$ cat src/fdr_pkg.sv
// Shared types, constants and helpers for the frame dirty-rectangle flush block.
// No dependencies; every other file of the block imports this package.
`default_nettype none

package fdr_pkg;

    // Largest frame the stores are sized for.
    localparam int unsigned MAX_WIDTH  = 320;
    localparam int unsigned MAX_HEIGHT = 240;

    localparam int unsigned X_W    = $clog2(MAX_WIDTH + 1);
    localparam int unsigned Y_W    = $clog2(MAX_HEIGHT + 1);
    localparam int unsigned DEPTH  = MAX_WIDTH * MAX_HEIGHT;
    localparam int unsigned ADDR_W = $clog2(DEPTH + 1);

    // Queue between the front and the back, and the result queue.
    // Both depths are powers of two so the pointers wrap by themselves.
    localparam int unsigned QDEPTH    = 4;
    localparam int unsigned QPTR_W    = $clog2(QDEPTH);
    localparam int unsigned OUT_DEPTH = 4;
    localparam int unsigned OPTR_W    = $clog2(OUT_DEPTH);

    // Configuration port.
    localparam int unsigned CFG_IDX_W  = 2;
    localparam int unsigned CFG_DATA_W = X_W;

    localparam logic [CFG_IDX_W-1:0] CFG_FLUSH_MODE   = 2'd0;
    localparam logic [CFG_IDX_W-1:0] CFG_WIDTH        = 2'd1;
    localparam logic [CFG_IDX_W-1:0] CFG_HEIGHT       = 2'd2;
    localparam logic [CFG_IDX_W-1:0] CFG_MIN_INTERVAL = 2'd3;

    // Flush actions.
    localparam logic [1:0] ACT_NONE  = 2'd0;
    localparam logic [1:0] ACT_FULL  = 2'd1;
    localparam logic [1:0] ACT_RECT  = 2'd2;
    localparam logic [1:0] ACT_DEFER = 2'd3;

    typedef struct packed {
        logic [31:0] argb;
        logic        last_pixel;
        logic [31:0] now_ms;
    } t_in_item;

    typedef struct packed {
        logic [15:0]    rgb565;
        logic           changed;
        logic           frame_done;
        logic [1:0]     flush_action;
        logic [X_W-1:0] rect_x;
        logic [Y_W-1:0] rect_y;
        logic [X_W-1:0] rect_w;
        logic [Y_W-1:0] rect_h;
    } t_out_item;

    // Configuration as the datapath sees it, with the frame size clamped.
    typedef struct packed {
        logic           flush_mode;
        logic [X_W-1:0] width;
        logic [Y_W-1:0] height;
        logic [7:0]     min_interval;
    } t_cfg;

    // Side effects of a configuration write.
    typedef struct packed {
        logic any_wr;
        logic dim_wr;
    } t_cfg_evt;

    // A pixel with its place in the frame, from the front to the back.
    typedef struct packed {
        logic [31:0]       argb;
        logic              last;
        logic [31:0]       now_ms;
        logic [X_W-1:0]    x;
        logic [Y_W-1:0]    y;
        logic [ADDR_W-1:0] addr;
    } t_pix;

    // A compared pixel with the dirty box as it stands after it.
    typedef struct packed {
        logic [15:0]    rgb565;
        logic           changed;
        logic           last;
        logic [31:0]    now_ms;
        logic           first;
        logic           dirty;
        logic [X_W-1:0] min_x;
        logic [X_W-1:0] max_x;
        logic [Y_W-1:0] min_y;
        logic [Y_W-1:0] max_y;
    } t_chk;

    function automatic logic [15:0] to_rgb565(input logic [31:0] p);
        return {p[23:19], p[15:10], p[7:3]};
    endfunction

endpackage

`default_nettype wire

$ cat src/fdr_front.sv
// Front end: accepts pixels, tracks the raster position and shadow address,
// and queues them for the back end. Depends on fdr_pkg.
`default_nettype none

module fdr_front import fdr_pkg::*; (
    input  wire logic     i_clk,
    input  wire logic     i_rst_n,
    input  wire logic     i_push,
    input  wire t_in_item i_item,
    output logic          o_full,
    input  wire t_cfg     i_cfg,
    input  wire t_cfg_evt i_evt,
    input  wire logic     i_pop,
    output logic          o_empty,
    output t_pix          o_pix
);

    logic [X_W-1:0]    r_col, n_col;
    logic [Y_W-1:0]    r_row, n_row;
    logic [ADDR_W-1:0] r_addr, n_addr;
    t_pix              r_q [QDEPTH];
    logic [QPTR_W-1:0] r_wr, r_rd;
    logic [QPTR_W:0]   r_cnt;
    logic              accept;
    logic              col_end, row_end;
    t_pix              pix;

    assign accept  = i_push && !o_full;
    assign o_full  = (r_cnt == (QPTR_W + 1)'(QDEPTH));
    assign o_empty = (r_cnt == '0);
    assign o_pix   = r_q[r_rd];

    always_comb begin
        col_end = (({1'b0, r_col} + (X_W + 1)'(1)) >= {1'b0, i_cfg.width});
        row_end = (({1'b0, r_row} + (Y_W + 1)'(1)) >= {1'b0, i_cfg.height});

        pix.argb   = i_item.argb;
        pix.last   = i_item.last_pixel;
        pix.now_ms = i_item.now_ms;
        pix.x      = r_col;
        pix.y      = r_row;
        pix.addr   = r_addr;

        // The address follows the raster, so row * width + column is kept as a count.
        priority if (i_item.last_pixel || (col_end && row_end)) begin
            n_col  = '0;
            n_row  = '0;
            n_addr = '0;
        end else if (col_end) begin
            n_col  = '0;
            n_row  = r_row + 1'b1;
            n_addr = r_addr + 1'b1;
        end else begin
            n_col  = r_col + 1'b1;
            n_row  = r_row;
            n_addr = r_addr + 1'b1;
        end
    end

    always_ff @(posedge i_clk) begin
        if (!i_rst_n) begin
            r_col  <= '0;
            r_row  <= '0;
            r_addr <= '0;
            r_wr   <= '0;
            r_rd   <= '0;
            r_cnt  <= '0;
        end else begin
            if (i_evt.dim_wr) begin
                r_col  <= '0;
                r_row  <= '0;
                r_addr <= '0;
            end else if (accept) begin
                r_col  <= n_col;
                r_row  <= n_row;
                r_addr <= n_addr;
            end
            if (accept) begin
                r_wr <= r_wr + 1'b1;
            end
            if (i_pop) begin
                r_rd <= r_rd + 1'b1;
            end
            r_cnt <= r_cnt + (QPTR_W + 1)'(accept) - (QPTR_W + 1)'(i_pop);
        end
    end

    always_ff @(posedge i_clk) begin
        if (accept) begin
            r_q[r_wr] <= pix;
        end
    end

    // The position never leaves the active frame.
    a_pos_in_frame: assert property (@(posedge i_clk) disable iff (!i_rst_n)
        (r_col < i_cfg.width) && (r_row < i_cfg.height))
        else $error("raster position outside the active frame");

endmodule

`default_nettype wire

$ cat config.mk
export PLATFORM = sky130hd
export DESIGN_NAME = fdr_front
export DESIGN_NICKNAME = d
export VERILOG_FILES = /design/src/fdr_pkg.sv /design/src/fdr_front.sv
export SDC_FILE = /design/constraint.sdc
export NUM_CORES = 1
export LEC_CHECK = 0
export BUFFER_PORTS_ARGS = -buffer_cell sky130_fd_sc_hd__buf_2
export CORE_ASPECT_RATIO = 0.75
export CORE_MARGIN = 3
export CORE_UTILIZATION = 33
export CTS_CLUSTER_DIAMETER = 60
export DETAILED_ROUTE_END_ITERATION = 12
export PLACE_DENSITY = 0.56
export SLEW_MARGIN = 20
export SYNTH_ARGS = -nofsm -noshare
export SYNTH_HDL_FRONTEND = slang
export SYNTH_SLANG_ARGS = --single-unit
$ cat constraint.sdc
create_clock -name i_clk -period 6.8 [get_ports i_clk]
set_input_delay 1.36 -clock i_clk [delete_from_list [all_inputs] [get_ports i_clk]]
set_output_delay 1.36 -clock i_clk [all_outputs]
set_load 0.1 [all_outputs]
==> results of run 1 <==
## worst max-delay path, delay by kind of cell, from the launching register on
kind     cells  cell delay, ps
mux          1             590
buf+inv      2             820
flops        1             890
## sequential cells by signal (all words and copies together), names as in the netlist, named ones only
signal and cells:
r_col 9, r_row 8, r_wr 2, r_addr 17
r_cnt 3, r_q 396, r_rd 2
## cells in the mapped netlist, types with 5 or more instances
| cell | number | area share, % |
|---|---|---|
| a21oi_1 | 11 | 0.33 |
| and2_1 | 8 | 0.30 |
| and3_1 | 10 | 0.37 |
| buf_2 | 13 | 0.39 |
| clkbuf_1 | 16 | 0.36 |
| dfxtp_1 | 43 | 5.1 |
| edfxtp_1 | 396 | 71 |
| ha_1 | 26 | 1.9 |
| inv_1 | 20 | 0.45 |
| mux4_2 | 99 | 13 |
| nand2_1 | 23 | 0.51 |
| nand3_1 | 15 | 0.45 |
| nand4_1 | 9 | 0.33 |
| nor2_1 | 35 | 0.78 |
| nor2b_1 | 5 | 0.19 |
| nor3_1 | 6 | 0.18 |
| o21ai_0 | 9 | 0.27 |
| o21ai_1 | 5 | 0.15 |
| xnor2_1 | 20 | 1.0 |
| xor2_1 | 17 | 0.88 |
## final cells by class
class	count	area (sq um)
clock buffer	60	1277
clock inverter	25	332.8
fill	4526	30130
inverter	21	78.83
multi-input combinational	337	3872
sequential	439	12760
tap	657	822.0
timing repair buffer	195	1008
## power by group
part,switching [mW],internal [mW]
combinational,1.45,0.339
sequential,0.0768,3.21
clock,1.02,1.63
total,2.55,5.18
## stage by stage
stage          hold WS [ps]  setup WS (ps)  utilization (%)
2_1_floorplan         469.0           2627                -
3_3_place_gp          495.1           2639            36.88
3_5_place_dp          502.6           2660            36.88
4_1_cts               510.0           2296            40.08
5_1_grt               538.7           2183            40.08
6_report              504.1           2475            40.08
## worst min path at each step
stage | depth (start not counted) | endpoint | startpoint
after floorplan | 0 | r_q[0][16]$_DFFE_PP_ | r_addr[16]$_SDFFE_PP0P_
after global placement | 2 | r_wr[1]$_SDFFE_PN0P_ | r_wr[1]$_SDFFE_PN0P_
after detailed placement | 2 | r_wr[1]$_SDFFE_PN0P_ | r_wr[1]$_SDFFE_PN0P_
after CTS | 2 | r_wr[1]$_SDFFE_PN0P_ | r_wr[1]$_SDFFE_PN0P_
after global routing | 0 | r_q[1][16]$_DFFE_PP_ | r_addr[16]$_SDFFE_PP0P_
final | 2 | r_wr[1]$_SDFFE_PN0P_ | r_wr[1]$_SDFFE_PN0P_
## metal layers
| layer | vias to the layer above | part of all wire (%) | track usage, % |
|---|---|---|---|
| met4 | 0 | 1.8 | 3.581 |
| li1 | 3785 | - | - |
| met3 | 46 | 5.4 | 3.093 |
| met5 | - | 0 | 0 |
| met1 | 4287 | 46 | 18.14 |
| met2 | 191 | 46 | 20.06 |
## cell families (layout without fill, tap and decap cells)
logic type,after synthesis,after routing
DFF,439,439
and+or+nand+nor,128,128
muxes,99,99
buffers and inverters,53,301
AOI/OAI and AO/OA,46,46
xor gates and xnor gates,37,37
adders and majority gates,27,27
==> results.ini, run 1 <==
[floorplan]
die_h_um = 201.6
fp.dieW_um = 266.8
start_util_pct = 33.47
ios = 198
std_cell_rows = 71
dieArea_sq_um = 53780
core-area_sq_um = 50280

[timing]
worstMarginPinSlew_ps = 1032
fin_crit_sh_pct = 63.61
fmax_mhz = 231.2
slew_headroom_pct = 31.22
finalHoldViolCount = 0
finalWorstPathRequiredPeriod_ps = 4325
slew_viol_final = 0
setup-tns-final_ps = 0
rsz0062_at_grt = false
setup_viol = 0
fin_skew_ps = 12.22

[critical_path]
timing_worst_setup_path_type = flip-flop to primary output
timing.rr.start = r_row[0]$_SDFFE_PP0P_
critical_path.max_fanout = 63
crit_chain = buf_12 -> mux4_2 -> buf_2
rrSetupSlack_ps = 3400
crit_path_start_kind = flip-flop
slowest_stage = dfxtp_4
reg2reg_to = r_row[3]$_SDFFE_PP0P_
reg2reg_depth = 11
worstSetupEndpointType = primary output
cp_data_required_time_ps = 5440
crit_end = o_pix[63]
slowest_delay_ps = 890
cp.arrival_ps = 2970

[detailed_routing]
drc = 0
drt_iter0_markers = 595
drt.antenna.violating_nets = 0
num_vias = 8309
firstDrtPassIters = 5
drt_wl_total_um = 34710
vias_per_cell = 4.792
wl_per_cell_um = 20.02

[synth]
avgSynthCellArea_sq_um = 20.30
synth.distinct_cells = 46
synth_compound_area_share_pct = 1.784
synthAdderAreaFrac_pct = 2.052
synthSimpleGateAreaFrac_pct = 3.880
synthMuxAreaShare_pct = 13.25
yosys_warnings = 0
synth_ff_type = edfxtp_1
syn_inst = 829
netlist_area_sq_um = 16830
async_reset_ff_share_pct = 0
syn-num-nets = 953
synth_xor_area_share_pct = 1.925
ys_seq_area_share_pct = 75.77
synth_top_family_by_area = multiplexers
synth_edf_count = 396
synth-seq-cells = 439

[clock_tree]
cts.htree.levels = 2
postCtsSetupBuffers = 0
tritoncts = built
ctsResizeCount = 0
clk_pin_slew_ps = 60
cts.path.max_buffers = 3
numCtsBuffers = 46
cts_root_buf = clkbuf_16
cts.sinks = 439
ctsHoldBuffers = 0
clk_latency_ps = 570

[pwr]
p_leak_nw = 6.916
peakVddDrop_mv = 0.1882
powerDensity_nw_per_um2 = 383.6
power.total_mw = 7.731

[cells_and_area]
layout_common_cells = edfxtp_1 (396), buf_2 (187), mux4_2 (99)
final_common_cell = edfxtp_1
antenna_cells = 0
final_nets = 1164
syn_to_final_growth_pct = 19.73
layout-drive-gt1-share_pct = 34.54
fin_cells = 1734
final_area_sq_um = 20150

[grt]
antenna_found_initial = 0
grt_pass1_wl_um = 52640
grt_overflow = 0
first_global_vias = 8513
grt_usage_pct = 12.89
grt_max_degree = 65

[placement]
port_buffers = 187
place_hpwl_um = 20390
routabilityCongestion = 0.7148
dp.cells = 1649
dpl-instance-area_sq_um = 18540

[outcome]
status = complete, no violations

[run]
drv_cap = 0

[min_path]
hp-class = flip-flop to flip-flop

Note: power is estimated with default switching activity, not from simulation.
==> run 2: changes to the inputs <==
==> constraint.sdc (replaced) <==
create_clock -name i_clk -period 4.46 [get_ports i_clk]
set_input_delay 0.892 -clock i_clk [delete_from_list [all_inputs] [get_ports i_clk]]
set_output_delay 0.892 -clock i_clk [all_outputs]
set_load 0.1 [all_outputs]
==> run 2 against run 1 <==
Net effect:
- utilization grew 0.28 points
- sequential cell count unchanged
- die area unchanged
- clock power increased by 47%
- final cell count increased by 0.81%
- first-iteration DRC count decreased by 7.9%
- clock skew grew 8.7 ps
- non-clock buffer count up 12
==> results.ini, run 2 (synthesized netlist as in run 1, its figures left out) <==
[clock_tree]
ctsResizeCount = 0  ; unchanged
ctsHoldBuffers = 0  ; unchanged
postCtsSetupBuffers = 0  ; unchanged
tritoncts = built  ; unchanged
cts.htree.levels = 2  ; unchanged
clk_pin_slew_ps = 60  ; about the same
clk_latency_ps = 570  ; about the same
cts.path.max_buffers = 3  ; unchanged
cts.sinks = 439  ; unchanged
cts_root_buf = clkbuf_16  ; unchanged
numCtsBuffers = 47  ; was 46

[critical_path]
cp.buffers_inverters = 2  ; unchanged
worst-path-stages = 3  ; unchanged
cp_data_required_time_ps = 3570  ; was 5440 ps
timing.rr.start = r_row[0]$_SDFFE_PP0P_  ; unchanged
critical_path.max_fanout = 31  ; was 63
cp.arrival_ps = 2680  ; was 2970 ps
rrSetupSlack_ps = 1100  ; was 3400 ps
reg2reg_to = r_row[0]$_SDFFE_PP0P_  ; was r_row[3]$_SDFFE_PP0P_
critPathTopFamily = flip-flops  ; unchanged
crit_chain = buf_4 -> mux4_2 -> buf_2  ; was buf_12 -> mux4_2 -> buf_2
worstSetupEndpointType = primary output  ; unchanged
timing_worst_setup_path_type = flip-flop to primary output  ; unchanged
reg2reg_depth = 11  ; unchanged
crit_path_start_kind = flip-flop  ; unchanged
slowest_delay_ps = 820  ; was 890 ps
slowest_stage = dfxtp_4  ; unchanged

[floorplan]
fp.dieW_um = 266.8  ; unchanged
start_util_pct = 33.47  ; unchanged
die_h_um = 201.6  ; unchanged
ios = 198  ; unchanged
dieArea_sq_um = 53780  ; unchanged
core-area_sq_um = 50280  ; unchanged
std_cell_rows = 71  ; unchanged

[timing]
worstMarginPinSlew_ps = 830.9  ; was 1032 ps
fin_skew_ps = 20.93  ; was 12.22 ps
setup_viol = 0  ; unchanged
slew_viol_final = 0  ; unchanged
fin_crit_sh_pct = 80.05
fmax_mhz = 280.1
slew_headroom_pct = 44.61  ; was 31.22%
setup-tns-final_ps = 0  ; unchanged
rsz0062_at_grt = false  ; unchanged
finalHoldViolCount = 0  ; unchanged
finalWorstPathRequiredPeriod_ps = 3570

[cells_and_area]
largest_reg_flops = 396  ; unchanged
layout-drive-gt1-share_pct = 35.54  ; was 34.54%
layout_common_cells = edfxtp_1 (396), buf_2 (187), mux4_2 (99)  ; unchanged
syn_to_final_growth_pct = 20.58  ; was 19.73%
fin_cells = 1748  ; was 1734
final_common_cell = edfxtp_1  ; unchanged
final_nets = 1177  ; was 1164
reg_top3 = r_q (396), r_addr (17), r_col (9)  ; unchanged
regMostFlops = r_q  ; unchanged

[detailed_routing]
drt_iter0_markers = 548  ; was 595
wl_per_cell_um = 19.74  ; was 20.02 um
drt_wl_total_um = 34510  ; was 34710 um
vias_per_cell = 4.799  ; was 4.792
firstDrtPassIters = 4  ; was 5
drc = 0  ; unchanged
drt.antenna.violating_nets = 0  ; unchanged
num_vias = 8389  ; was 8309

[placement]
place_hpwl_um = 21490  ; was 20390 um
routabilityCongestion = 0.7107  ; was 0.7148
port_buffers = 187  ; unchanged
dp.cells = 1661  ; was 1649

[grt]
grt_usage_pct = 12.99  ; was 12.89%
first_global_vias = 8802  ; was 8513
grt_max_degree = 49  ; was 65
grt_pass1_wl_um = 53250  ; was 52640 um
grt_overflow = 0  ; unchanged
antenna_found_initial = 1  ; was 0

[pwr]
powerDensity_nw_per_um2 = 574.9  ; was 383.6 nW/um^2
peakVddDrop_mv = 0.4167  ; was 0.1882 mV
p_leak_nw = 6.976  ; was 6.916 nW

[min_path]
hp-class = flip-flop to flip-flop  ; unchanged
hold_end = r_wr[1]$_SDFFE_PN0P_  ; unchanged
holdPathStages = 2  ; unchanged
min_from = r_wr[1]$_SDFFE_PN0P_  ; unchanged

[outcome]
status = complete, no violations  ; unchanged

[run]
drv_cap = 0  ; unchanged

## run 2: worst reg2reg max path, cell delays in order, from the launching register on
cell and delay, ps:
dfxtp_1 510, ha_1 290, and3_1 290, nand3_1 160
xnor2_1 260, ha_1 290, a21o_1 160, a211oi_1 280
nor2b_1 250, nand3_1 220, or4_1 450, a21oi_1 150
## run 2: where the power goes
group	internal [mW]	switching, mW	leakage, nW	total (mW)
logic	0.557	2.21	2.18	2.77
clock network	2.32	1.57	0.758	3.89
registers	4.89	0.120	4.04	5.01
total	7.77	3.90	6.98	11.7
## run 2: metrics by stage
step	utilization (%)	hold WS [ps]	setup slack [ps]	total power, mW	area [sq um]
floorplan	-	469.0	755.3	7.360	16830
global placement	37.23	503.8	1249	7.897	18720
detailed placement	37.23	515.8	1164	7.922	18720
CTS	40.35	496.7	759.5	11.85	20290
global route	40.35	509.9	686.7	12.13	20290
finish	40.36	524.1	889.6	11.67	20290
## run 2: final cells by class
type	instances	area (sq um)
clock buffer	60	1308
tap	657	822.0
sequential	439	12760
timing repair buffer	207	1186
inverter	21	78.83
clock inverter	25	262.8
antenna	2	5.005
multi-input combinational	337	3872
fill	4536	29990
## run 2: worst max path at each step
stage                           from               endpoint
2_1_floorplan                 i_push    r_q[0][0]$_DFFE_PP_
3_3_place_gp   r_col[2]$_SDFFE_PP0P_  r_col[1]$_SDFFE_PP0P_
3_5_place_dp   r_col[0]$_SDFFE_PP0P_  r_col[1]$_SDFFE_PP0P_
4_1_cts                    flip-flop              o_pix[74]
5_1_grt                    flip-flop              o_pix[74]
6_report                   flip-flop              o_pix[57]
## run 2: metal layers
layer	part of all wire, %	vias up	GRT usage (%)	routed length [um]
li1	-	3810	-	-
met1	46	4321	18.38	16010
met2	46	193	20.05	15860
met3	5.4	63	2.958	1861
met4	2.2	2	3.992	764
met5	0.038	-	0	13
