$ cat src/fdr_pkg.sv
// Shared types, constants and helpers for the frame dirty-rectangle flush block.
// No dependencies; every other file of the block imports this package.
`default_nettype none

package fdr_pkg;

    // Largest frame the stores are sized for.
    localparam int unsigned MAX_WIDTH  = 320;
    localparam int unsigned MAX_HEIGHT = 240;

    localparam int unsigned X_W    = $clog2(MAX_WIDTH + 1);
    localparam int unsigned Y_W    = $clog2(MAX_HEIGHT + 1);
    localparam int unsigned DEPTH  = MAX_WIDTH * MAX_HEIGHT;
    localparam int unsigned ADDR_W = $clog2(DEPTH + 1);

    // Queue between the front and the back, and the result queue.
    // Both depths are powers of two so the pointers wrap by themselves.
    localparam int unsigned QDEPTH    = 4;
    localparam int unsigned QPTR_W    = $clog2(QDEPTH);
    localparam int unsigned OUT_DEPTH = 4;
    localparam int unsigned OPTR_W    = $clog2(OUT_DEPTH);

    // Configuration port.
    localparam int unsigned CFG_IDX_W  = 2;
    localparam int unsigned CFG_DATA_W = X_W;

    localparam logic [CFG_IDX_W-1:0] CFG_FLUSH_MODE   = 2'd0;
    localparam logic [CFG_IDX_W-1:0] CFG_WIDTH        = 2'd1;
    localparam logic [CFG_IDX_W-1:0] CFG_HEIGHT       = 2'd2;
    localparam logic [CFG_IDX_W-1:0] CFG_MIN_INTERVAL = 2'd3;

    // Flush actions.
    localparam logic [1:0] ACT_NONE  = 2'd0;
    localparam logic [1:0] ACT_FULL  = 2'd1;
    localparam logic [1:0] ACT_RECT  = 2'd2;
    localparam logic [1:0] ACT_DEFER = 2'd3;

    typedef struct packed {
        logic [31:0] argb;
        logic        last_pixel;
        logic [31:0] now_ms;
    } t_in_item;

    typedef struct packed {
        logic [15:0]    rgb565;
        logic           changed;
        logic           frame_done;
        logic [1:0]     flush_action;
        logic [X_W-1:0] rect_x;
        logic [Y_W-1:0] rect_y;
        logic [X_W-1:0] rect_w;
        logic [Y_W-1:0] rect_h;
    } t_out_item;

    // Configuration as the datapath sees it, with the frame size clamped.
    typedef struct packed {
        logic           flush_mode;
        logic [X_W-1:0] width;
        logic [Y_W-1:0] height;
        logic [7:0]     min_interval;
    } t_cfg;

    // Side effects of a configuration write.
    typedef struct packed {
        logic any_wr;
        logic dim_wr;
    } t_cfg_evt;

    // A pixel with its place in the frame, from the front to the back.
    typedef struct packed {
        logic [31:0]       argb;
        logic              last;
        logic [31:0]       now_ms;
        logic [X_W-1:0]    x;
        logic [Y_W-1:0]    y;
        logic [ADDR_W-1:0] addr;
    } t_pix;

    // A compared pixel with the dirty box as it stands after it.
    typedef struct packed {
        logic [15:0]    rgb565;
        logic           changed;
        logic           last;
        logic [31:0]    now_ms;
        logic           first;
        logic           dirty;
        logic [X_W-1:0] min_x;
        logic [X_W-1:0] max_x;
        logic [Y_W-1:0] min_y;
        logic [Y_W-1:0] max_y;
    } t_chk;

    function automatic logic [15:0] to_rgb565(input logic [31:0] p);
        return {p[23:19], p[15:10], p[7:3]};
    endfunction

endpackage

`default_nettype wire

$ cat src/fdr_flush.sv
// Back end, second half: the flush policy with its pending box and timing,
// and the result queue. Depends on fdr_pkg.
`default_nettype none

module fdr_flush import fdr_pkg::*; (
    input  wire logic     i_clk,
    input  wire logic     i_rst_n,
    input  wire t_cfg     i_cfg,
    input  wire t_cfg_evt i_evt,
    input  wire logic     i_valid,
    input  wire t_chk     i_chk,
    input  wire logic     i_pop,
    output logic          o_empty,
    output t_out_item     o_item,
    output logic [OPTR_W:0] o_level
);

    logic              r_pending, n_pending;
    logic [X_W-1:0]    r_pmin_x, n_pmin_x, r_pmax_x, n_pmax_x;
    logic [Y_W-1:0]    r_pmin_y, n_pmin_y, r_pmax_y, n_pmax_y;
    logic [31:0]       r_last_flush, n_last_flush;
    logic              r_flushed_once, n_flushed_once;
    logic [ADDR_W-1:0] r_total;

    t_out_item         r_out [OUT_DEPTH];
    logic [OPTR_W-1:0] r_wr, r_rd;
    logic [OPTR_W:0]   r_cnt;

    logic [31:0]       elapsed;
    logic              passed;
    logic [X_W-1:0]    bw;
    logic [Y_W-1:0]    bh;
    logic [ADDR_W-1:0] area;
    logic              small_area, big_area;
    logic [X_W-1:0]    u_min_x, u_max_x;
    logic [Y_W-1:0]    u_min_y, u_max_y;
    logic              do_flush;
    t_out_item         res;

    assign o_empty = (r_cnt == '0);
    assign o_item  = r_out[r_rd];
    assign o_level = r_cnt;

    always_comb begin
        elapsed = i_chk.now_ms - r_last_flush;
        passed  = !r_flushed_once || (elapsed >= {24'b0, i_cfg.min_interval});
        bw      = i_chk.max_x - i_chk.min_x + 1'b1;
        bh      = i_chk.max_y - i_chk.min_y + 1'b1;
        area    = ADDR_W'(bw) * ADDR_W'(bh);
        // area <= total/8 and area > total/3, without dividing.
        small_area = {area, 3'b000} <= {3'b000, r_total};
        big_area   = ({2'b00, area} + {1'b0, area, 1'b0}) > {2'b00, r_total};

        // The box taken together with the pending box, if any.
        u_min_x = i_chk.min_x;
        u_max_x = i_chk.max_x;
        u_min_y = i_chk.min_y;
        u_max_y = i_chk.max_y;
        if (r_pending) begin
            if (r_pmin_x < u_min_x) u_min_x = r_pmin_x;
            if (r_pmax_x > u_max_x) u_max_x = r_pmax_x;
            if (r_pmin_y < u_min_y) u_min_y = r_pmin_y;
            if (r_pmax_y > u_max_y) u_max_y = r_pmax_y;
        end

        n_pending      = r_pending;
        n_pmin_x       = r_pmin_x;
        n_pmax_x       = r_pmax_x;
        n_pmin_y       = r_pmin_y;
        n_pmax_y       = r_pmax_y;
        do_flush       = 1'b0;

        res.rgb565       = i_chk.rgb565;
        res.changed      = i_chk.changed;
        res.frame_done   = i_chk.last;
        res.flush_action = ACT_NONE;
        res.rect_x       = '0;
        res.rect_y       = '0;
        res.rect_w       = '0;
        res.rect_h       = '0;

        if (i_chk.last) begin
            priority if (i_chk.first) begin
                res.flush_action = ACT_FULL;
                res.rect_w       = i_cfg.width;
                res.rect_h       = i_cfg.height;
                do_flush         = 1'b1;
            end else if (!i_chk.dirty) begin
                if (r_pending && passed) begin
                    res.flush_action = ACT_RECT;
                    res.rect_x       = r_pmin_x;
                    res.rect_y       = r_pmin_y;
                    res.rect_w       = r_pmax_x - r_pmin_x + 1'b1;
                    res.rect_h       = r_pmax_y - r_pmin_y + 1'b1;
                    do_flush         = 1'b1;
                end
            end else if (i_cfg.flush_mode) begin
                res.flush_action = ACT_FULL;
                res.rect_w       = i_cfg.width;
                res.rect_h       = i_cfg.height;
                do_flush         = 1'b1;
            end else if (!passed && small_area) begin
                n_pending        = 1'b1;
                n_pmin_x         = u_min_x;
                n_pmax_x         = u_max_x;
                n_pmin_y         = u_min_y;
                n_pmax_y         = u_max_y;
                res.flush_action = ACT_DEFER;
                res.rect_x       = u_min_x;
                res.rect_y       = u_min_y;
                res.rect_w       = u_max_x - u_min_x + 1'b1;
                res.rect_h       = u_max_y - u_min_y + 1'b1;
            end else if (big_area) begin
                res.flush_action = ACT_FULL;
                res.rect_w       = i_cfg.width;
                res.rect_h       = i_cfg.height;
                do_flush         = 1'b1;
            end else begin
                res.flush_action = ACT_RECT;
                res.rect_x       = u_min_x;
                res.rect_y       = u_min_y;
                res.rect_w       = u_max_x - u_min_x + 1'b1;
                res.rect_h       = u_max_y - u_min_y + 1'b1;
                do_flush         = 1'b1;
            end
        end

        n_last_flush   = do_flush ? i_chk.now_ms : r_last_flush;
        n_flushed_once = r_flushed_once || do_flush;
        if (do_flush) begin
            n_pending = 1'b0;
        end
    end

    always_ff @(posedge i_clk) begin
        if (!i_rst_n) begin
            r_pending      <= 1'b0;
            r_pmin_x       <= '0;
            r_pmax_x       <= '0;
            r_pmin_y       <= '0;
            r_pmax_y       <= '0;
            r_last_flush   <= '0;
            r_flushed_once <= 1'b0;
            r_wr           <= '0;
            r_rd           <= '0;
            r_cnt          <= '0;
        end else begin
            if (i_evt.any_wr) begin
                r_pending <= 1'b0;
                if (i_evt.dim_wr) begin
                    r_flushed_once <= 1'b0;
                end
            end else if (i_valid) begin
                r_pending      <= n_pending;
                r_pmin_x       <= n_pmin_x;
                r_pmax_x       <= n_pmax_x;
                r_pmin_y       <= n_pmin_y;
                r_pmax_y       <= n_pmax_y;
                r_last_flush   <= n_last_flush;
                r_flushed_once <= n_flushed_once;
            end
            if (i_valid) begin
                r_wr <= r_wr + 1'b1;
            end
            if (i_pop && !o_empty) begin
                r_rd <= r_rd + 1'b1;
            end
            r_cnt <= r_cnt + (OPTR_W + 1)'(i_valid) - (OPTR_W + 1)'(i_pop && !o_empty);
        end
    end

    always_ff @(posedge i_clk) begin
        r_total <= ADDR_W'(i_cfg.width) * ADDR_W'(i_cfg.height);
        if (i_valid) begin
            r_out[r_wr] <= res;
        end
    end

    // The issue credit keeps the result queue from overflowing.
    a_no_overflow: assert property (@(posedge i_clk) disable iff (!i_rst_n)
        i_valid |-> (r_cnt != (OPTR_W + 1)'(OUT_DEPTH)))
        else $error("result queue overflow");

    // A pending box only exists after a flush has set the time base.
    a_pending_timed: assert property (@(posedge i_clk) disable iff (!i_rst_n)
        r_pending |-> r_flushed_once)
        else $error("pending box without a flush time");

    // Flush decisions only appear on the last pixel of a frame.
    a_action_on_last: assert property (@(posedge i_clk) disable iff (!i_rst_n)
        (!o_empty && (o_item.flush_action != ACT_NONE)) |-> o_item.frame_done)
        else $error("flush action on a pixel that is not the last");

endmodule

`default_nettype wire

$ cat config.mk
export PLATFORM = sky130hd
export DESIGN_NAME = fdr_flush
export DESIGN_NICKNAME = d
export VERILOG_FILES = /design/src/fdr_pkg.sv /design/src/fdr_flush.sv
export SDC_FILE = /design/constraint.sdc
export NUM_CORES = 1
export LEC_CHECK = 0
export BUFFER_PORTS_ARGS = -buffer_cell sky130_fd_sc_hd__buf_4
export CAP_MARGIN = 20
export CORE_UTILIZATION = 50
export CTS_CLUSTER_DIAMETER = 40
export DETAILED_ROUTE_END_ITERATION = 16
export PLACE_DENSITY = 0.74
export SLEW_MARGIN = 20
export SYNTH_ARGS = -nofsm -noshare
export SYNTH_HDL_FRONTEND = slang
export SYNTH_SLANG_ARGS = --single-unit
$ cat constraint.sdc
create_clock -name i_clk -period 10.2 [get_ports i_clk]
set_input_delay 1.02 -clock i_clk [delete_from_list [all_inputs] [get_ports i_clk]]
set_output_delay 1.02 -clock i_clk [all_outputs]
set_load 0.03 [all_outputs]
==> results.md, run 1 <==
- The critical path's slowest cell is fa_1.
- Pin placement for this block handled 176 I/O pins.
- For this run, the post-layout net count is 3056.
- The overflow left after global routing is 0.
- The final design utilization is 0.606.
- The clock latency on the worst-skew pair is 0.56 ns.
- The final count of pins violating max slew is 0.
- The post-layout minimum cycle time is 9.99 ns.
- The cell seen most often among critical-path stages is inv_1.
- The post-synthesis sequential area ratio is 0.354.
- Synthesis produced 2304 cells.
- The fraction of layout instances using a drive strength above 1 is 0.207.
- The pin count of the biggest net entering global routing is 109.
- The count of buffers added on input and output ports is 175.
- The post-layout instance count excluding filler cells is 3200.
- The area growth from synthesis to layout is 19.3%.
- The clock net in this run drives a total of 310 sinks.
- Once detailed placement completed, the half-perimeter wirelength came to 48000 um.
- Routability-driven placement finished with a final weighted congestion of 0.951.
- On the worst path, the slowest cell contributes a delay of 0.55 ns.
- In the routed design, unresolved DRC markers number 0.
- The number of hold-slack violations in the final timing report is 0.
- For this configuration, the core starts out at a cell density of 0.508.
- Counting every net in the synthesized netlist gives 2799.
- The number of vias after detailed routing is 18200.
- The via density per instance is 5.70.
- Max-cap violations in this run came to 0.
- The cell with the most instances after synthesis is inv_1.
- The worst relative slew slack is 0.294.
- The die is 219 um wide.
- The largest area contributor in the netlist is edfxtp_1.
- The first detailed-routing pass took 5 iterations.
- The fraction of synthesized cell area taken by the top area cell type is 0.274.
- Summed over all failing endpoints, the final setup total negative slack is 0 ns.
- The number of global-route vias before repair is 18400.
- The worst clock skew is 0.0198 ns.
- The CTS tree is done.
- For the worst setup path, the data arrival time is 10.23 ns.
- By count the netlist is led by inv_1, ha_1, edfxtp_1.
- Counting flops with a built-in enable in the synthesized netlist gives 216.
- The number of warnings issued by yosys is 0.
- The worst path required time is 10.45 ns.
- The run finished with clean final reports.
- The proportion of register bits with asynchronous set or reset after synthesis is 0.
- The total area inside the core boundary comes to 46600 um2.
- The post-synthesis area per instance is 10.3 um2.
- The netlist area before placement is 23600 um2.
- The number of antenna violations at the first check in global routing came to 2.
- The area of the die is 48100 um2.
- STA classifies the critical path endpoint as a flop.
- The clock buffer count from CTS is 39.
- The element type at the critical path start is an input port.
- After clock tree synthesis, the clock-pin slew on the worst setup and hold paths is 0.06 ns.
- Of the available clock period, the critical path in the final layout requires 0.979.
- The setup path with the least slack is of type in2reg.
- The mean routed wirelength per cell is 19.6 um.
- The largest buffer count on any clock path is 3.
- For this block, the initial DRC count from the detailed router was 1347.
- The number of distinct library cells after synthesis is 74.
- In the global route stage, overall resource usage came out at 0.261.
- The vertical extent of the die is 219 um.
- The hold-fix buffer count after cts is 0.
- Yosys attributes the largest share of cell area to edfxtp_1, ha_1, dfxtp_1, fa_1, mux4_2.
- The post-synthesis register bit count is 310.
- The first-pass GRT wire length is 97600 um.
- The total wire length after detailed routing is 62800 um.
- The count of endpoints failing setup in the final report is 0.
- The number of placed instances, taps included, is 3112.
- The floorplan has 79 rows.
- The maximum clock frequency is 100 MHz.
- The H-tree generated during clock tree synthesis spans 2 levels.
- The detail route stage leaves a number of antenna-violating nets equal to 0.
- At the pin with the least slew margin, the transition time is 1.06 ns.
- The critical-path maximum fanout is 13.
- The path class of the tightest hold or removal check is reg2reg.
- In this run the clock root is driven by a clkbuf_16.
- The flip-flop cell with the highest count after synthesis is edfxtp_1.
## layout by cell type, fill, tap and decap left out, types with 56 or more instances in the layout
master	count
a21o_1	56
a21oi_1	89
and2_1	65
buf_4	296
dfxtp_1	92
edfxtp_1	216
fa_1	92
ha_1	278
inv_1	285
nand2_1	165
nand3_1	68
nor2_1	120
o21ai_0	96
xnor2_1	58
## worst max-delay path: cells and delay by family
family / cells / cell delay (ns)
simple gates: 7 / 0.85
xor+xnor: 3 / 0.47
compound gates: 16 / 3.04
fa+ha+maj: 10 / 3.86
buf+inv: 10 / 0.97
## timing repair
action                                 4_1_cts  5_1_grt
cloned                                       0        2
pin swaps                                    1       47
gates resized for setup                      3       67
setup endpoints to repair                   91      144
endpoints found under the hold margin        0        0
buffers inserted                             0       13
## routing by layer
layer	wire (um)	track usage
met4	2110	0.0859
met3	4230	0.0419
met5	13	0
met1	25600	0.327
met2	30900	0.455
## area by class of cell
type                    instances  area (um2)
clock buffers                  51        1050
repair buffers                303        2360
diodes                          1        2.50
fillers                      3830       18400
clock inverters                21         267
inverters                     287        1080
flip-flops and latches        310        8370
well taps                     607         759
multi-input cells            1620       14300
## sequential cells by signal (all words and copies together) (netlist names), 3 cells and up, named ones only
signal and cells:
r_last_flush 32, r_total 17, o_level 3, r_pmin_y 8
r_out 216, r_pmin_x 9, r_pmax_x 9, r_pmax_y 8
## kinds of logic (layout without fill, tap and decap cells)
logic type               after synthesis  count (layout)  share of synthesized area
AND/OR/NAND/NOR                      591             591                      0.125
AO/OA/AOI/OAI                        449             449                      0.121
adder cells (fa/ha/maj)              377             377                      0.229
buffers and inverters                374             662                     0.0620
flip-flops                           310             310                      0.354
XOR/XNOR                             105             105                     0.0389
multiplexers                          98              98                     0.0704
other                                  0               1                          0
## stage by stage
step | cell area, um2 | hold slack [ns] | worst slack [ns]
5_1_grt | 28200 | 0.479 | -0.235
6_report | 28200 | 0.454 | 0.214
3_5_place_dp | 26400 | 0.448 | -0.623
3_3_place_gp | 26400 | 0.443 | -0.416
4_1_cts | 27700 | 0.456 | 0.0140
2_1_floorplan | 23800 | 0.437 | 0.0333
## path summary, 6_finish.rpt
path | startpoint | endpoint | slack (ns) | cells after the start
max reg2reg | r_last_flush[0]$_SDFFE_PN0P_ | r_last_flush[21]$_SDFFE_PN0P_ | 4.38 | 20
max | i_chk[17] | r_out[2][15]$_DFFE_PP_ | 0.21 | 46
min reg2reg | r_last_flush[28]$_SDFFE_PN0P_ | r_last_flush[28]$_SDFFE_PN0P_ | 0.45 | 2
min | r_last_flush[28]$_SDFFE_PN0P_ | r_last_flush[28]$_SDFFE_PN0P_ | 0.45 | 2
Power of run 1 is not shown: default switching activity piles up to over one toggle a cycle in this logic, so the estimate is an artifact.
==> run 2, diff against run 1 <==
--- a/config.mk
+++ b/config.mk
@@ -10,7 +10,9 @@
 export CORE_UTILIZATION = 50
 export CTS_CLUSTER_DIAMETER = 40
 export DETAILED_ROUTE_END_ITERATION = 16
+export HOLD_SLACK_MARGIN = 0.03
 export PLACE_DENSITY = 0.74
+export SETUP_SLACK_MARGIN = 0.4
 export SLEW_MARGIN = 20
 export SYNTH_ARGS = -nofsm -noshare
 export SYNTH_HDL_FRONTEND = slang
==> run 2 against run 1 <==
Maximum frequency increased by 0.57%. Critical path depth down 6. Sequential share of layout area shrank 1.0 points. Clock-buffer cell count increased by 4. Setup slack better by 0.056 ns. Critical endpoint is now r_out[1][24]$_DFFE_PP_. Cell count grew 1.4%. Worst hold slack better by 0.0016 ns. Highest routed layer unchanged. Global-route usage up 1.0 points. Clock skew grew 0.0089 ns. Core utilization rose by 2.1 points. Register-to-register slack better by 0.05 ns. Cell area rose by 3.5%.
==> results.md, run 2 (synthesis results as in run 1) <==
- The run finished with clean final reports.
- Counting stages on the worst path, the most repeated cell is ha_1.
- The first-pass GRT wire length is 101000 um (+3.3%).
- The worst path required time came to 10.56 ns (+0.11 ns).
- The arrival time at the worst endpoint is 10.29 ns (+0.06 ns).
- The final count of pins violating max slew is 0 (unchanged).
- The detailed placement HPWL is 48900 um (+1.7%).
- The total clock sinks is 310 (unchanged).
- The post-route standard cell area excluding fillers came to 29200 um2 (+3.5%).
- The clock-pin slew of the registers on the worst-case setup and hold paths is 0.06 ns (about the same).
- The placed standard-cell area is 26800 um2 (+1.7%).
- The final antenna-violating net count is 0 (unchanged).
- The global-route met2 utilization was 0.471 (+0.0155).
- The met1 routing resource usage after global routing was 0.340 (+0.0133).
- The hold-fix buffer count after cts was 0 (unchanged).
- The met3 usage came to 0.0399 (-0.00194).
- The worst reg-to-reg path cell count came to 21 (+5.0%).
- The count of placed standard cells including taps is 3136 (+0.77%).
- The vertical extent of the die is 219 um (unchanged).
- By startpoint and endpoint, the worst setup path is classified as in2reg.
- The CTS tree is done.
- The total wire length after detailed routing came to 64800 um (+3.2%).
- The capturing element type of the critical path is a flop.
- The area of the die is 48100 um2 (unchanged).
- The launching instance or port of the critical path is i_chk[25].
- The mean routed wirelength per cell is 20.0 um (+1.7%).
- The largest buffer count on any clock path was 3 (unchanged).
- In this design, the largest share of critical-path delay is due to adder cells.
- Setup repair after global routing could not meet its margin everywhere.
- The placeable core area is 46600 um2 (unchanged).
- The count of routing violations after the opening detailed-route iteration is 1276 (-5.3%).
- The CTS H-tree depth is 2 (unchanged).
- From synthesis to final layout, the design area changed by 23.4%.
- The worst path buffer plus inverter count was 8 (-2).
- The slew at the pin closest to its max-slew limit is 1.08 ns (+0.0212 ns).
- Leaving out fill and tap cells, the most frequent cells in the layout are buf_4, inv_1, ha_1.
- The largest registers in the layout are r_out (216), r_last_flush (32), r_total (17).
- The number of flip-flops in the largest register is 216 (unchanged).
- The startpoint of the worst hold path is r_last_flush[15]$_SDFFE_PN0P_.
- The starting density of the core was 0.508 (unchanged).
- The type of the worst min-delay path is reg2reg.
- The final layout net count was 3096 (+1.3%).
- The number of global-route vias before repair came to 18700 (+1.6%).
- The count of buffers inserted at the top-level ports was 175 (unchanged).
- The register with the most flip-flops is r_out.
- The clock latency on the worst-skew pair is 0.57 ns (about the same).
- The clock buffer count from CTS came to 42 (+7.7%).
- The element type at the critical path start is an input port.
- The library cell used most frequently in the layout, excluding fill and tap cells, is buf_4.
- The number of hold-slack violations in the final timing report was 0 (unchanged).
- The overflow left after global routing is 0 (unchanged).
- The worst register-to-register path begins at r_last_flush[1]$_SDFFE_PN0P_.
- The via density per instance is 5.71 (+0.11%).
- The pin count of the biggest net entering global routing is 109 (unchanged).
- The worst relative slew slack is 0.261 (-0.0328).
- The number of vias after detailed routing is 18500 (+1.6%).
- The residual DRC count came to 0 (unchanged).
- The maximum clock frequency is 101 MHz (+0.57%).
- For hold timing, the worst endpoint is r_last_flush[15]$_SDFFE_PN0P_.
- The fraction of layout instances using a drive strength above 1 is 0.246 (+0.0387).
- The critical path's slowest cell is fa_1.
- The number of maximum-capacitance constraint violations was 0 (unchanged).
- The final RePlAce weighted congestion is 0.939 (-1.3%).
- met2 is the most crowded layer.
- The cell count along the critical path is 40 (-13%).
- The critical-path maximum fanout is 8 (-5).
- The overall die width is 219 um (unchanged).
- The worst clock skew is 0.0287 ns (+0.00892 ns).
- The number of antenna violations at the first check in global routing was 3 (+1).
- The post-layout minimum cycle time came to 9.93 ns (-0.0560 ns).
- The post-layout instance count excluding filler cells is 3246 (+1.4%).
- The root buffer selected by CTS is clkbuf_16.
- The total global routing track utilization is 0.271 (+0.0104).
- The number of instances on the worst hold path is 2 (unchanged).
- The setup slack on the worst flop-to-flop path was 4.43 ns (+0.05 ns).
- The detailed-routing iteration count for the pre-antenna-repair pass is 6 (+1).
- The number of top-level design ports is 176 (unchanged).
- The count of endpoints failing setup in the final report is 0 (unchanged).
- The worst stage delay on the critical path is 0.59 ns (+0.04 ns).
- The period utilization is 0.973 (-0.00549).
- The number of core rows is 79 (unchanged).
- The number of filler cells placed in the layout is 3679 (-3.9%).
- The endpoint identified for the worst register-to-register timing path is r_last_flush[22]$_SDFFE_PN0P_.
[run 2: metrics by stage]
step,hold slack [ns],setup WS (ns),util,TNS [ns]
after floorplan,0.437,0.417,-,0
after global placement,0.443,-0.115,0.576,-4.75
after detailed placement,0.449,-0.322,0.576,-33.85
after CTS,0.455,0.409,0.613,0
after global routing,0.473,-0.0245,0.626,-0.0941
final,0.455,0.270,0.627,0
[run 2: worst max-delay path by stage]
stage / to
6_report: r_out[1][24]$_DFFE_PP_
5_1_grt: r_out[3][24]$_DFFE_PP_
4_1_cts: r_out[0][15]$_DFFE_PP_
3_5_place_dp: r_out[2][7]$_DFFE_PP_
3_3_place_gp: r_out[2][6]$_DFFE_PP_
2_1_floorplan: r_out[0][31]$_DFFE_PP_
[run 2: area by class of cell]
type	count	area [um2]	share of cell area
Multi-Input combinational cell	1621	14900	0.509
Inverter	287	1090	0.0373
Tap cell	607	759	0.0260
Antenna cell	4	10.0	0.000343
Clock inverter	23	300	0.0103
Timing Repair Buffer	339	2640	0.0905
Sequential cell	310	8370	0.287
Clock buffer	55	1150	0.0394
[run 2: layer usage]
metal,vias up,part of all wire
li1,8767,-
met1,9060,0.41
met2,577,0.49
met3,126,0.060
met4,2,0.039
met5,-,0.00019
[run 2: repair_timing]
action / in CTS / in global routing
pin swaps: 47 / 90
setup endpoints to repair: 128 / 147
resized for setup: 36 / 97
setup buffers: 13 / 12
gates cloned: 1 / 1
[run 2: worst register-to-register path, cell delays in order, from the launching register on]
cell,delay [ns]
dfxtp_1,0.33
inv_1,0.07
ha_1,0.26
nor2b_1,0.14
o2111ai_1,0.41
nand2_1,0.16
xor2_1,0.18
ha_1,0.29
a21o_1,0.18
a21oi_1,0.14
o22ai_1,0.09
nor4b_1,0.34
o2111ai_1,0.20
or4_1,0.55
nor4b_2,0.30
nand3_1,0.30
and3_1,0.51
buf_4,0.36
o31ai_4,0.30
buf_12,0.26
nand3_1,0.21
o21ai_0,0.13
Power of run 2 is left out for the same reason.
